--- src/ffba_pkg.sv ---
`default_nettype none
package ffba_pkg;

  // Field widths
  localparam int ACT_W      = 2;
  localparam int SIZE_W     = 17;
  localparam int ADDR_W     = 16;
  localparam int OFF_W      = 17;
  localparam int LIMIT_W    = 17;
  localparam int HDR_W      = 13;
  localparam int UNITS_W    = 14;  // rounded request in 16-byte units
  localparam int BLK_W      = 12;  // block size field of a header
  localparam int MAX_IDX_W  = 12;  // header slot index at the largest arena

  // Arena geometry
  localparam int ARENA_BYTES_DEF = 65536;
  localparam int ALIGN           = 16;
  localparam int HDR_BYTES       = 16;
  localparam int ADDR_SPACE      = 65536;

  localparam logic [LIMIT_W-1:0] LIMIT_RESET = 17'h10000;

  typedef enum logic [ACT_W-1:0] {
    ACT_ALLOC     = 2'd0,
    ACT_FREE      = 2'd1,
    ACT_TOP_RESET = 2'd2
  } action_t;

  typedef enum logic [1:0] {
    ST_IDLE,
    ST_RD,
    ST_CHK,
    ST_DONE
  } state_t;

  // Header store access from the sequencer
  typedef struct packed {
    logic                 re;
    logic [MAX_IDX_W-1:0] raddr;
    logic                 we;
    logic [MAX_IDX_W-1:0] waddr;
    logic [HDR_W-1:0]     wdata;
  } hdr_req_t;

endpackage
`default_nettype wire

--- src/ffba_in_if.sv ---
`default_nettype none
interface ffba_in_if;
  import ffba_pkg::*;

  logic                valid;
  logic                ready;
  logic [ACT_W-1:0]    action;
  logic [SIZE_W-1:0]   req_size;
  logic [ADDR_W-1:0]   addr;

  modport source (output valid, output action, output req_size, output addr,
                  input ready);
  modport sink   (input valid, input action, input req_size, input addr,
                  output ready);
endinterface
`default_nettype wire

--- src/ffba_out_if.sv ---
`default_nettype none
interface ffba_out_if;
  import ffba_pkg::*;

  logic               valid;
  logic               ready;
  logic [ADDR_W-1:0]  result_addr;
  logic               status;

  modport source (output valid, output result_addr, output status, input ready);
  modport sink   (input valid, input result_addr, input status, output ready);
endinterface
`default_nettype wire

--- src/ffba_ctrl.sv ---
`default_nettype none
module ffba_ctrl #(
  parameter int ARENA_BYTES = ffba_pkg::ARENA_BYTES_DEF
) (
  input  wire logic                          clk,
  input  wire logic                          rst_n,
  input  wire logic                          cfg_wr_en,
  input  wire logic [ffba_pkg::LIMIT_W-1:0]  cfg_wr_data,
  ffba_in_if.sink                            in_ch,
  ffba_out_if.source                         out_ch,
  output      ffba_pkg::hdr_req_t            hdr_req,
  input  wire logic [ffba_pkg::HDR_W-1:0]    hdr_rdata
);
  import ffba_pkg::*;

  localparam int EFF_BYTES = (ARENA_BYTES < ADDR_SPACE) ? ARENA_BYTES : ADDR_SPACE;
  localparam logic [LIMIT_W-1:0] EFF_LIMIT = LIMIT_W'(EFF_BYTES);

  state_t              state_r, state_nxt;
  logic [LIMIT_W-1:0]  limit_r;
  logic [ACT_W-1:0]    action_r, action_nxt;
  logic [UNITS_W-1:0]  units_r, units_nxt;
  logic [ADDR_W-1:0]   addr_r, addr_nxt;
  logic [OFF_W-1:0]    cur_r, cur_nxt;
  logic [OFF_W-1:0]    top_r, top_nxt;
  logic [ADDR_W-1:0]   res_r, res_nxt;
  logic                status_r, status_nxt;

  logic [LIMIT_W-1:0]  lim_eff;
  logic [BLK_W-1:0]    h_units;
  logic [UNITS_W-1:0]  step_units;
  logic [OFF_W+1:0]    step_sum;
  logic [OFF_W:0]      cur_plus;
  logic [SIZE_W:0]     req_round;

  // Limit clamped to the arena
  assign lim_eff = (limit_r > EFF_LIMIT) ? EFF_LIMIT : limit_r;

  // Shared adder: end of the block at cur, from a header or the request
  assign h_units    = hdr_rdata[HDR_W-1:1];
  assign step_units = (state_r == ST_CHK) ? UNITS_W'(h_units) : units_r;
  assign step_sum   = (OFF_W+2)'(cur_r) + (OFF_W+2)'(HDR_BYTES)
                      + (OFF_W+2)'({step_units, 4'b0000});
  assign cur_plus   = (OFF_W+1)'(cur_r) + (OFF_W+1)'(HDR_BYTES);
  assign req_round  = (SIZE_W+1)'(in_ch.req_size) + (SIZE_W+1)'(ALIGN - 1);

  // Configuration register
  always_ff @(posedge clk) begin
    if (!rst_n) begin
      limit_r <= LIMIT_RESET;
    end else if (cfg_wr_en) begin
      limit_r <= cfg_wr_data;
    end
  end

  // Control state
  always_ff @(posedge clk) begin
    if (!rst_n) begin
      state_r <= ST_IDLE;
      top_r   <= '0;
    end else begin
      state_r <= state_nxt;
      top_r   <= top_nxt;
    end
  end

  // Working registers
  always_ff @(posedge clk) begin
    action_r <= action_nxt;
    units_r  <= units_nxt;
    addr_r   <= addr_nxt;
    cur_r    <= cur_nxt;
    res_r    <= res_nxt;
    status_r <= status_nxt;
  end

  // Sequencer: one header per read/check pair
  always_comb begin
    state_nxt  = state_r;
    action_nxt = action_r;
    units_nxt  = units_r;
    addr_nxt   = addr_r;
    cur_nxt    = cur_r;
    top_nxt    = top_r;
    res_nxt    = res_r;
    status_nxt = status_r;
    hdr_req    = '0;
    in_ch.ready  = 1'b0;
    out_ch.valid = 1'b0;

    unique case (state_r)
      ST_IDLE: begin
        in_ch.ready = 1'b1;
        if (in_ch.valid) begin
          action_nxt = in_ch.action;
          addr_nxt   = in_ch.addr;
          units_nxt  = UNITS_W'(req_round >> 4);
          cur_nxt    = '0;
          res_nxt    = '0;
          status_nxt = 1'b1;
          unique case (in_ch.action)
            ACT_ALLOC: begin
              state_nxt = ST_RD;
            end
            ACT_FREE: begin
              if (in_ch.addr >= ADDR_W'(HDR_BYTES) && OFF_W'(in_ch.addr) < top_r) begin
                state_nxt = ST_RD;
              end else begin
                state_nxt = ST_DONE;
              end
            end
            ACT_TOP_RESET: begin
              if (limit_r != '0) begin
                top_nxt    = '0;
                status_nxt = 1'b0;
              end
              state_nxt = ST_DONE;
            end
            default: begin
              state_nxt = ST_DONE;
            end
          endcase
        end
      end

      ST_RD: begin
        if (cur_r < top_r) begin
          hdr_req.re    = 1'b1;
          hdr_req.raddr = MAX_IDX_W'(cur_r >> 4);
          state_nxt     = ST_CHK;
        end else begin
          // End of list: append for an allocate if it fits, a free has missed
          if (action_r == ACT_ALLOC && step_sum <= (OFF_W+2)'(lim_eff)
              && cur_plus <= (OFF_W+1)'(ADDR_SPACE - 1)) begin
            hdr_req.we    = 1'b1;
            hdr_req.waddr = MAX_IDX_W'(cur_r >> 4);
            hdr_req.wdata = {units_r[BLK_W-1:0], 1'b1};
            res_nxt       = cur_plus[ADDR_W-1:0];
            top_nxt       = step_sum[OFF_W-1:0];
            status_nxt    = 1'b0;
          end
          state_nxt = ST_DONE;
        end
      end

      ST_CHK: begin
        if (action_r == ACT_ALLOC) begin
          if (!hdr_rdata[0] && UNITS_W'(h_units) >= units_r) begin
            hdr_req.we    = 1'b1;
            hdr_req.waddr = MAX_IDX_W'(cur_r >> 4);
            hdr_req.wdata = {h_units, 1'b1};
            res_nxt       = cur_plus[ADDR_W-1:0];
            status_nxt    = 1'b0;
            state_nxt     = ST_DONE;
          end else begin
            cur_nxt   = step_sum[OFF_W-1:0];
            state_nxt = ST_RD;
          end
        end else begin
          if (cur_plus == (OFF_W+1)'(addr_r)) begin
            if (hdr_rdata[0]) begin
              hdr_req.we    = 1'b1;
              hdr_req.waddr = MAX_IDX_W'(cur_r >> 4);
              hdr_req.wdata = {h_units, 1'b0};
              status_nxt    = 1'b0;
            end
            state_nxt = ST_DONE;
          end else if (cur_plus > (OFF_W+1)'(addr_r)) begin
            state_nxt = ST_DONE;
          end else begin
            cur_nxt   = step_sum[OFF_W-1:0];
            state_nxt = ST_RD;
          end
        end
      end

      ST_DONE: begin
        out_ch.valid = 1'b1;
        if (out_ch.ready) begin
          state_nxt = ST_IDLE;
        end
      end

      default: begin
        state_nxt = ST_IDLE;
      end
    endcase
  end

  assign out_ch.result_addr = res_r;
  assign out_ch.status      = status_r;

endmodule
`default_nettype wire

--- src/flat_wrapper.sv ---
// flat-port wrapper written by rule: the top's interface ports become plain ports
module ffba_ctrl_flat import ffba_pkg::*;
#(
  parameter int ARENA_BYTES = ffba_pkg::ARENA_BYTES_DEF
)
  (clk, rst_n, cfg_wr_en, cfg_wr_data, hdr_req, hdr_rdata, in_ch_valid, in_ch_action, in_ch_req_size, in_ch_addr, in_ch_ready, out_ch_valid, out_ch_result_addr, out_ch_status, out_ch_ready);
  ffba_in_if in_ch_i ();
  ffba_out_if out_ch_i ();
  input  wire logic clk;
  input  wire logic rst_n;
  input  wire logic cfg_wr_en;
  input  wire logic [ffba_pkg::LIMIT_W-1:0] cfg_wr_data;
  output      ffba_pkg::hdr_req_t hdr_req;
  input  wire logic [ffba_pkg::HDR_W-1:0] hdr_rdata;
  input wire logic [$bits(in_ch_i.valid)-1:0] in_ch_valid;
  input wire logic [$bits(in_ch_i.action)-1:0] in_ch_action;
  input wire logic [$bits(in_ch_i.req_size)-1:0] in_ch_req_size;
  input wire logic [$bits(in_ch_i.addr)-1:0] in_ch_addr;
  output wire logic [$bits(in_ch_i.ready)-1:0] in_ch_ready;
  output wire logic [$bits(out_ch_i.valid)-1:0] out_ch_valid;
  output wire logic [$bits(out_ch_i.result_addr)-1:0] out_ch_result_addr;
  output wire logic [$bits(out_ch_i.status)-1:0] out_ch_status;
  input wire logic [$bits(out_ch_i.ready)-1:0] out_ch_ready;
  assign in_ch_i.valid = in_ch_valid;
  assign in_ch_i.action = in_ch_action;
  assign in_ch_i.req_size = in_ch_req_size;
  assign in_ch_i.addr = in_ch_addr;
  assign in_ch_ready = in_ch_i.ready;
  assign out_ch_valid = out_ch_i.valid;
  assign out_ch_result_addr = out_ch_i.result_addr;
  assign out_ch_status = out_ch_i.status;
  assign out_ch_i.ready = out_ch_ready;
  ffba_ctrl #(.ARENA_BYTES(ARENA_BYTES)) u_core (.clk(clk), .rst_n(rst_n), .cfg_wr_en(cfg_wr_en), .cfg_wr_data(cfg_wr_data), .in_ch(in_ch_i), .out_ch(out_ch_i), .hdr_req(hdr_req), .hdr_rdata(hdr_rdata));
endmodule
--- config.mk ---
export PLATFORM = sky130hd
export DESIGN_NAME = ffba_ctrl_flat
export DESIGN_NICKNAME = d
export VERILOG_FILES = /design/src/ffba_pkg.sv /design/src/ffba_in_if.sv /design/src/ffba_out_if.sv /design/src/ffba_ctrl.sv /design/src/flat_wrapper.sv
export SDC_FILE = /design/constraint.sdc
export NUM_CORES = 1
export LEC_CHECK = 0
export BUFFER_PORTS_ARGS = -buffer_cell sky130_fd_sc_hd__buf_2
export CAP_MARGIN = 20
export CORE_MARGIN = 2
export CORE_UTILIZATION = 51
export DETAILED_ROUTE_END_ITERATION = 8
export GPL_TIMING_DRIVEN = 0
export PLACE_DENSITY = 0.77
export SETUP_SLACK_MARGIN = 0.5
export SYNTH_ARGS = -nofsm -noshare
export SYNTH_HDL_FRONTEND = slang
export SYNTH_SLANG_ARGS = --single-unit
--- constraint.sdc ---
create_clock -name clk -period 5.3 [get_ports clk]
set_clock_uncertainty 0.2 [all_clocks]
set_input_delay 0.265 -clock clk [delete_from_list [all_inputs] [get_ports clk]]
set_output_delay 0.265 -clock clk [all_outputs]
set_load 0.005 [all_outputs]
==> results of run 1 <==
layout make-up:
| class | instances | area [um2] | share of cell area (%) |
|---|---|---|---|
| multi-input combinational | 554 | 4415 | 48.46 |
| sequential | 90 | 2387 | 26.20 |
| timing repair buffer | 202 | 1393 | 15.28 |
| clock buffer | 12 | 289.0 | 3.172 |
| tap | 176 | 220.2 | 2.417 |
| inverter | 57 | 216.5 | 2.376 |
| buffer | 27 | 161.4 | 1.771 |
| clock inverter | 4 | 28.78 | 0.3158 |
cells in the mapped netlist (2+ instances only):
cell / instances
o21a_1: 8
a31oi_1: 2
nor3_1: 7
a21oi_1: 22
buf_2: 3
a21boi_0: 3
xor2_1: 11
buf_1: 3
nor4_1: 8
ha_1: 77
or4_1: 3
o211a_1: 2
edfxtp_1: 58
mux2_2: 3
o31ai_1: 3
nand2_1: 67
o211ai_1: 3
nand3_1: 18
and2_1: 39
nor2_1: 32
dfxtp_1: 32
nand4_1: 11
o21ai_0: 39
buf_4: 4
buf_6: 3
o311ai_0: 3
a2111oi_0: 2
and3_1: 19
and4_1: 3
nor2b_1: 40
nand2b_1: 5
xnor2_1: 23
inv_1: 57
mux2i_1: 28
a2111o_1: 2
a211oi_1: 13
a211o_1: 5
a22oi_1: 12
clkbuf_1: 14
a21o_1: 7
where the power goes:
part           internal (mW)  switching [mW]  leakage, nW
Combinational           1.59            2.15         3.00
Sequential              1.02           0.148        0.823
Clock                  0.389           0.292        0.159
flip-flops by register name (all words and copies together), names as in the netlist:
name	flops
u_core.addr_r	16
u_core.cur_r	13
u_core.action_r	2
u_core.units_r	14
u_core.limit_r	17
u_core.out_ch.result_addr	12
u_core.top_r	13
u_core.state_r	2
u_core.out_ch.status	1
worst reg2reg max path, cell delays in order (launching register included):
cell and delay, ps:
edfxtp_1 480, nand4_1 270, or2_2 400, xnor2_4 170
ha_2 380, nand2_1 50, o21ai_0 230, o21ai_2 130
o221ai_1 250, a41oi_2 180, xnor2_2 240, ha_1 370
nand2_4 60, or4_4 510, o21ai_2 160, a21oi_2 70
or4_4 510, buf_4 160, buf_6 100, a211o_4 340
nand2_4 120, and3_4 270
kinds of logic (layout without fill, tap and decap cells):
| family | after synthesis | in the layout | synth area share, % |
|---|---|---|---|
| flip-flops | 90 | 90 | 35.27 |
| AO/OA/AOI/OAI | 141 | 141 | 14.73 |
| buffers and inverters | 84 | 302 | 5.280 |
| adder cells (fa/ha/maj) | 78 | 78 | 14.56 |
| AND/OR/NAND/NOR | 265 | 266 | 21.05 |
| multiplexers | 31 | 31 | 4.650 |
| other | 1 | 4 | 0.05552 |
| XOR/XNOR | 34 | 34 | 4.409 |
per-stage QoR:
stage	hold slack, ps	setup TNS, ps
after global routing	23.24	-42190
after CTS	7.484	-23220
after detailed placement	244.6	-46670
final	14.72	-37770
after global placement	240.8	-43730
after floorplan	163.9	-212.2
layer usage:
| layer | track usage [%] | up-vias | routed length (um) |
|---|---|---|---|
| met5 | 0 | - | 0 |
| met4 | 13.17 | 0 | 882 |
| met3 | 4.837 | 67 | 1720 |
| met2 | 47.92 | 305 | 9663 |
| met1 | 38.13 | 2993 | 8323 |
| li1 | - | 3051 | - |
path summary, 6_finish.rpt:
check                                startpoint                                           to  slack, ps  cells after the start
setup reg to reg  u_core.cur_r[4]$_SDFFCE_PN0P_  u_core.out_ch.result_addr[13]$_SDFFCE_PN0P_       -630                     21
hold reg to reg    u_core.top_r[8]$_SDFFE_PN0P_                 u_core.top_r[8]$_SDFFE_PN0P_        260                      2
setup / recovery  u_core.cur_r[4]$_SDFFCE_PN0P_                                  hdr_req[24]       -910                     22
hold / removal                in_ch_req_size[6]                  u_core.units_r[2]$_DFFE_PP_         10                      2
what timing repair did:
action,4_1_cts,5_1_grt
hold endpoints to repair,35,0
gates cloned,5,0
hold buffers,35,0
setup buffers,32,8
resized for setup,58,18
pin swaps,24,15
setup endpoints to repair,65,52
==> metrics.md, run 1 <==
| Metric | Value |
|---|---|
| Die Y | 119.1 um |
| Root buf cell | clkbuf_16 |
| Inserted Clock Buffers | 9 |
| # fillers | 932 |
| Synth area leader | edfxtp_1 |
| Worst EP arrival | 5750 ps |
| Power Density | 614.1 nW/um2 |
| Req. time, crit path | 4840 ps |
| Async SR Flop Fraction | 0% |
| Worst VDD drop | 406.4 uV |
| Unrepaired setup endpoints after global routing | yes |
| Leakage | 3.982 nW |
| GRT Overall Usage | 29.29% |
| Post-Place Setup Slack | -1107 ps |
| Crit path launch type | flip-flop |
| Max-cap violations | 0 |
| H-tree levels | 3 |
| Final #Nets | 1089 |
| Io pins | 128 |
| Detail Route Antenna Nets | 0 |
| Final hold viol count | 0 |
| Run status | complete, but fails checks |
| Clock Sinks | 90 |
| Drt pass-1 iters | 5 |
| Mapped Area | 6754 um2 |
| Vias post-DR | 6416 |
| Pin count of the biggest net entering global routing | 21 |
| Avg WL per Cell | 18.35 um |
| Final total power | 5.595 mW |
| Reg clk slew, reported paths | 70 ps |
| Non-Filler Instances | 1122 |
| Top cells by area, synth | edfxtp_1 (26%), ha_1 (14%), dfxtp_1 (9.5%) |
| Remaining global-route overflow | 0 |
| Yosys top cell area share | 25.79% |
| Post-route cell area | 9111 um2 |
| Initial antenna violation count | 0 |
| Tightest Pin Transition | 798.4 ps |
| WS Path Type | flip-flop to output port |
| Ys flop type | edfxtp_1 |
| Crit path max fanout | 5 |
| Max-slew headroom | 46.77% |
| Slowest stage cell, crit path | or4_4 |
| Final setup margin | -914.5 ps |
| Crit path largest cell delay | 510 ps |
| Worst-case clock buffer depth | 2 |
| Layout cells sized above 1 | 28.22% |
| Routed wire length | 20590 um |
| Die Span X | 119.1 um |
| Post-Place Cells | 1025 |
| Hold Crit Class | input port to flip-flop |
| Post-synth EDFFs | 58 |
| DR vias/cell | 5.718 |
| Drt drc | 0 |
| Commonest non-fill, non-tap cell in the layout | buf_2 |
| CP delay by family, top | simple AND/OR/NAND/NOR gates |
| Skew-Pair Late Insertion Delay | 360 ps |
| Global-route wire length before repair | 31950 um |
| Fin util | 69.63% |
| Crit path buf inv count | 3 |
| Vias in the first global route | 6121 |
| Synth-to-Final Area Change | 34.90% |
| Port Buffers | 121 |
| Avg Synthesized Cell Area | 9.329 um2 |
| Pins over their slew limit | 0 |
| Failing checks | negative setup slack |
| Count of cell types in the netlist | 70 |
| DP Area | 7715 um2 |
| Fin crit period | 6215 ps |
| Synth warn | 0 |
| Final setup vio count | 52 |
| Commonest non-fill, non-tap cells in the layout | buf_2 (118), ha_1 (70), nand2_1 (64) |
| CTS tree | done |
| Initial core utilization | 51.62% |
| Area of the die | 14180 um2 |
| Core area | 13090 um2 |
| Site Rows | 42 |
| Seq/Total Area, Yosys | 35.27% |
| Synthesized flop and latch total | 90 |
| Initial DRC count | 568 |
| Syn Inst Count | 724 |
| Placer Congestion | 0.9366 |
| Max Fclk | 0.1609 GHz |
| Crit end category | output port |
| Post-DP HPWL | 14470 um |
| Diodes inserted | 0 |
| Critical-path cell list | nand4_1 -> or2_2 -> xnor2_4 -> ha_2 -> nand2_1 -> o21ai_0 -> o21ai_2 -> o221ai_1 -> a41oi_2 -> xnor2_2 -> ha_1 -> nand2_4 -> or4_4 -> o21ai_2 -> a21oi_2 -> or4_4 -> a2111oi_4 -> buf_4 -> o21a_4 -> buf_6 -> and2_1 -> buf_2 |
| Tcrit/Tclk final | 117.3% |
Power figures use the tool's default switching activity.
==> run 2: changes to the inputs <==
--- a/config.mk
+++ b/config.mk
@@ -12,6 +12,7 @@
 export DETAILED_ROUTE_END_ITERATION = 8
 export GPL_TIMING_DRIVEN = 0
 export PLACE_DENSITY = 0.77
+export REMOVE_ABC_BUFFERS = 1
 export SETUP_SLACK_MARGIN = 0.5
 export SYNTH_ARGS = -nofsm -noshare
 export SYNTH_HDL_FRONTEND = slang
==> metrics.md, run 2 (synthesized netlist as in run 1, its figures left out) <==
| Metric | Value |
|---|---|
| Inserted Clock Buffers | 9 (unchanged) |
| Root buf cell | clkbuf_16 |
| Skew-Pair Late Insertion Delay | 360 ps (about the same) |
| Seq pwr share | 21.4% (+0.6 points) |
| Req. time, crit path | 4840 ps (about the same) |
| Avg WL per Cell | 18.19 um (-0.85%) |
| Crit end category | output port |
| Fin crit period | 6283 ps (+68.34 ps) |
| Max-cap violations | 0 (unchanged) |
| Reg2Reg Setup Slack | -350 ps (+280 ps) |
| Commonest non-fill, non-tap cells in the layout | buf_2 (119), ha_1 (70), nand2_1 (64) |
| Critical-path cell list | nand4_1 -> or2_2 -> xnor2_1 -> ha_2 -> o21a_1 -> o31ai_4 -> a2111o_1 -> nand2_4 -> o311ai_4 -> ha_4 -> nand2_2 -> or4_4 -> o21ai_2 -> a21oi_2 -> or4_4 -> a2111oi_4 -> buf_6 -> o21a_4 -> and2_4 -> buf_6 |
| Die Span X | 119.1 um (unchanged) |
| Post-route cell area | 8909 um2 (-2.2%) |
| Detail Route Antenna Nets | 0 (unchanged) |
| Switching Fraction | 46.76% (+0.38 points) |
| CTS tree | done |
| Global-route wire length before repair | 30870 um (-3.4%) |
| Final hold viol count | 0 (unchanged) |
| Top Usage Layer GRT | met2 |
| Pins over their slew limit | 0 (unchanged) |
| Post-DP HPWL | 13570 um (-6.2%) |
| DR vias/cell | 5.689 (-0.51%) |
| Io pins | 128 (unchanged) |
| Drt pass-1 iters | 5 (unchanged) |
| Commonest non-fill, non-tap cell in the layout | buf_2 |
| Worst R2R Start | u_core.cur_r[7]$_SDFFCE_PN0P_ |
| Drt drc | 0 (unchanged) |
| Max-slew headroom | 26.85% (-20 points) |
| Initial DRC count | 531 (-6.5%) |
| Diodes inserted | 0 (unchanged) |
| GRT Overall Usage | 27.88% (-1.4 points) |
| Non-Filler Instances | 1093 (-2.6%) |
| Synth-to-Final Area Change | 31.90% |
| Pin count of the biggest net entering global routing | 38 (+81%) |
| Max Fclk | 0.1592 GHz (-1.1%) |
| H-tree levels | 3 (unchanged) |
| Met3 Resource Use GR | 3.975% (-0.86 points) |
| Final #Nets | 1060 (-2.7%) |
| Run status | complete, but fails checks |
| Hold Crit Class | input port to flip-flop |
| Slowest stage cell, crit path | edfxtp_1 |
| Worst-case clock buffer depth | 2 (unchanged) |
| Remaining global-route overflow | 0 (unchanged) |
| CP delay by family, top | simple AND/OR/NAND/NOR gates |
| Initial core utilization | 51.62% (unchanged) |
| Crit path largest cell delay | 520 ps (about the same) |
| Placer Congestion | 0.9376 (+0.11%) |
| Clk pwr share | 12.4% (+0.2 points) |
| Fin util | 68.08% (-1.5 points) |
| Power Density | 615.8 nW/um2 (+0.28%) |
| Vias post-DR | 6218 (-3.1%) |
| Initial antenna violation count | 0 (unchanged) |
| WS Path Type | flip-flop to output port |
| Tcrit/Tclk final | 118.5% (+1.3 points) |
| Core area | 13090 um2 (unchanged) |
| Tightest Pin Transition | 1083 ps (+285.1 ps) |
| Post-Place Cells | 1002 (-2.2%) |
| Die Y | 119.1 um (unchanged) |
| Unrepaired setup endpoints after global routing | yes |
| M1 GR Usage | 34.74% (-3.4 points) |
| Final setup margin | -982.9 ps (-68.34 ps) |
| Routed wire length | 19890 um (-3.4%) |
| Vias in the first global route | 6099 (-0.36%) |
| Largest registers | u_core.limit_r (17), u_core.addr_r (16), u_core.units_r (14) |
| Most flop-heavy register | u_core.limit_r |
| Crit path buf inv count | 2 (-1) |
| Met2 Resource Use GR | 46.98% (-0.93 points) |
| Worst R2R End | u_core.out_ch.result_addr[5]$_SDFFCE_PN0P_ |
| Final setup vio count | 52 (unchanged) |
| Critical Path Stages | 20 (-9.1%) |
| Worst EP arrival | 5820 ps (+70 ps) |
| Failing checks | negative setup slack |
| Worst VDD drop | 257.4 uV (-37%) |
| Layout cells sized above 1 | 26.72% (-1.5 points) |
| Largest register FFs | 17 (unchanged) |
| CP endpoint | hdr_req[16] |
| Reg2Reg Depth | 18 (-14%) |
| Cell Int Power | 2.921 mW (-2.6%) |
| Crit path max fanout | 7 (+2) |
| Site Rows | 42 (unchanged) |
| Reg clk slew, reported paths | 70 ps (about the same) |
| Crit path launch type | flip-flop |
| Hold Slack | 0.6554 ps (-14.06 ps) |
| Final total power | 5.486 mW (-2.0%) |
| Port Buffers | 123 (+1.7%) |
| Leakage | 3.878 nW (-2.6%) |
| Switching power | 2.565 mW (-1.2%) |
| Area of the die | 14180 um2 (unchanged) |
| Clock Sinks | 90 (unchanged) |
| DP Area | 7532 um2 (-2.4%) |
| CP startpoint | u_core.cur_r[7]$_SDFFCE_PN0P_ |
| Logic pwr share | 66.1% (-0.9 points) |
==> run 2: worst min path at each step <==
| stage | endpoint | cells after the start | start | slack, ps |
|---|---|---|---|---|
| 6_report | u_core.limit_r[0]$_SDFFE_PN0P_ | 3 | cfg_wr_data[0] | 0.7 |
| 5_1_grt | u_core.units_r[5]$_DFFE_PP_ | 2 | in_ch_req_size[9] | 20 |
| 4_1_cts | u_core.limit_r[0]$_SDFFE_PN0P_ | 3 | cfg_wr_data[0] | 3 |
| 3_5_place_dp | u_core.addr_r[0]$_DFFE_PP_ | 1 | in_ch_addr[0] | 240 |
| 3_3_place_gp | u_core.top_r[11]$_SDFFE_PN0P_ | 2 | u_core.top_r[11]$_SDFFE_PN0P_ | 240 |
| 2_1_floorplan | u_core.limit_r[16]$_SDFFE_PN1P_ | 1 | rst_n | 160 |
==> run 2: routing by layer <==
metal	vias up	part of all wire (%)
met5	-	0
met4	0	4.4
met3	68	6.6
met2	293	49
met1	2879	40
li1	2978	-
==> run 2: per-stage QoR <==
stage	setup slack, ps	TNS [ps]
2_1_floorplan	-970.5	-42440
6_report	-982.9	-30930
3_3_place_gp	-2790	-126560
5_1_grt	-1116	-38430
4_1_cts	-818.8	-27570
3_5_place_dp	-2601	-117110
==> run 2: power groups by stage <==
stage	clock, mW	sequential [mW]	combinational [mW]
6_report	0.683	1.18	3.63
5_1_grt	0.710	1.19	3.92
4_1_cts	0.683	1.16	3.30
3_5_place_dp	0	1.22	2.72
3_3_place_gp	0	1.22	2.61
2_1_floorplan	0	1.15	1.89
==> run 2: layout make-up <==
| class | count | area [um2] |
|---|---|---|
| clock buffers | 11 | 264.0 |
| clock inverters | 5 | 53.80 |
| fillers | 976 | 4177 |
| inverters | 57 | 216.5 |
| multi-input cells | 555 | 4367 |
| flip-flops and latches | 90 | 2387 |
| well taps | 176 | 220.2 |
| repair buffers | 199 | 1400 |
==> run 2: tightest hold or removal path, cell delays in order <==
cell and delay, ps:
buf_2 70, mux2i_1 60, nor2b_1 120
==> run 2: what timing repair did <==
item	in CTS	in global routing
gates cloned	3	0
hold buffers	34	0
setup endpoints to repair	53	52
setup buffers	28	8
pin swaps	24	17
resized for setup	58	23
hold endpoints to repair	34	0
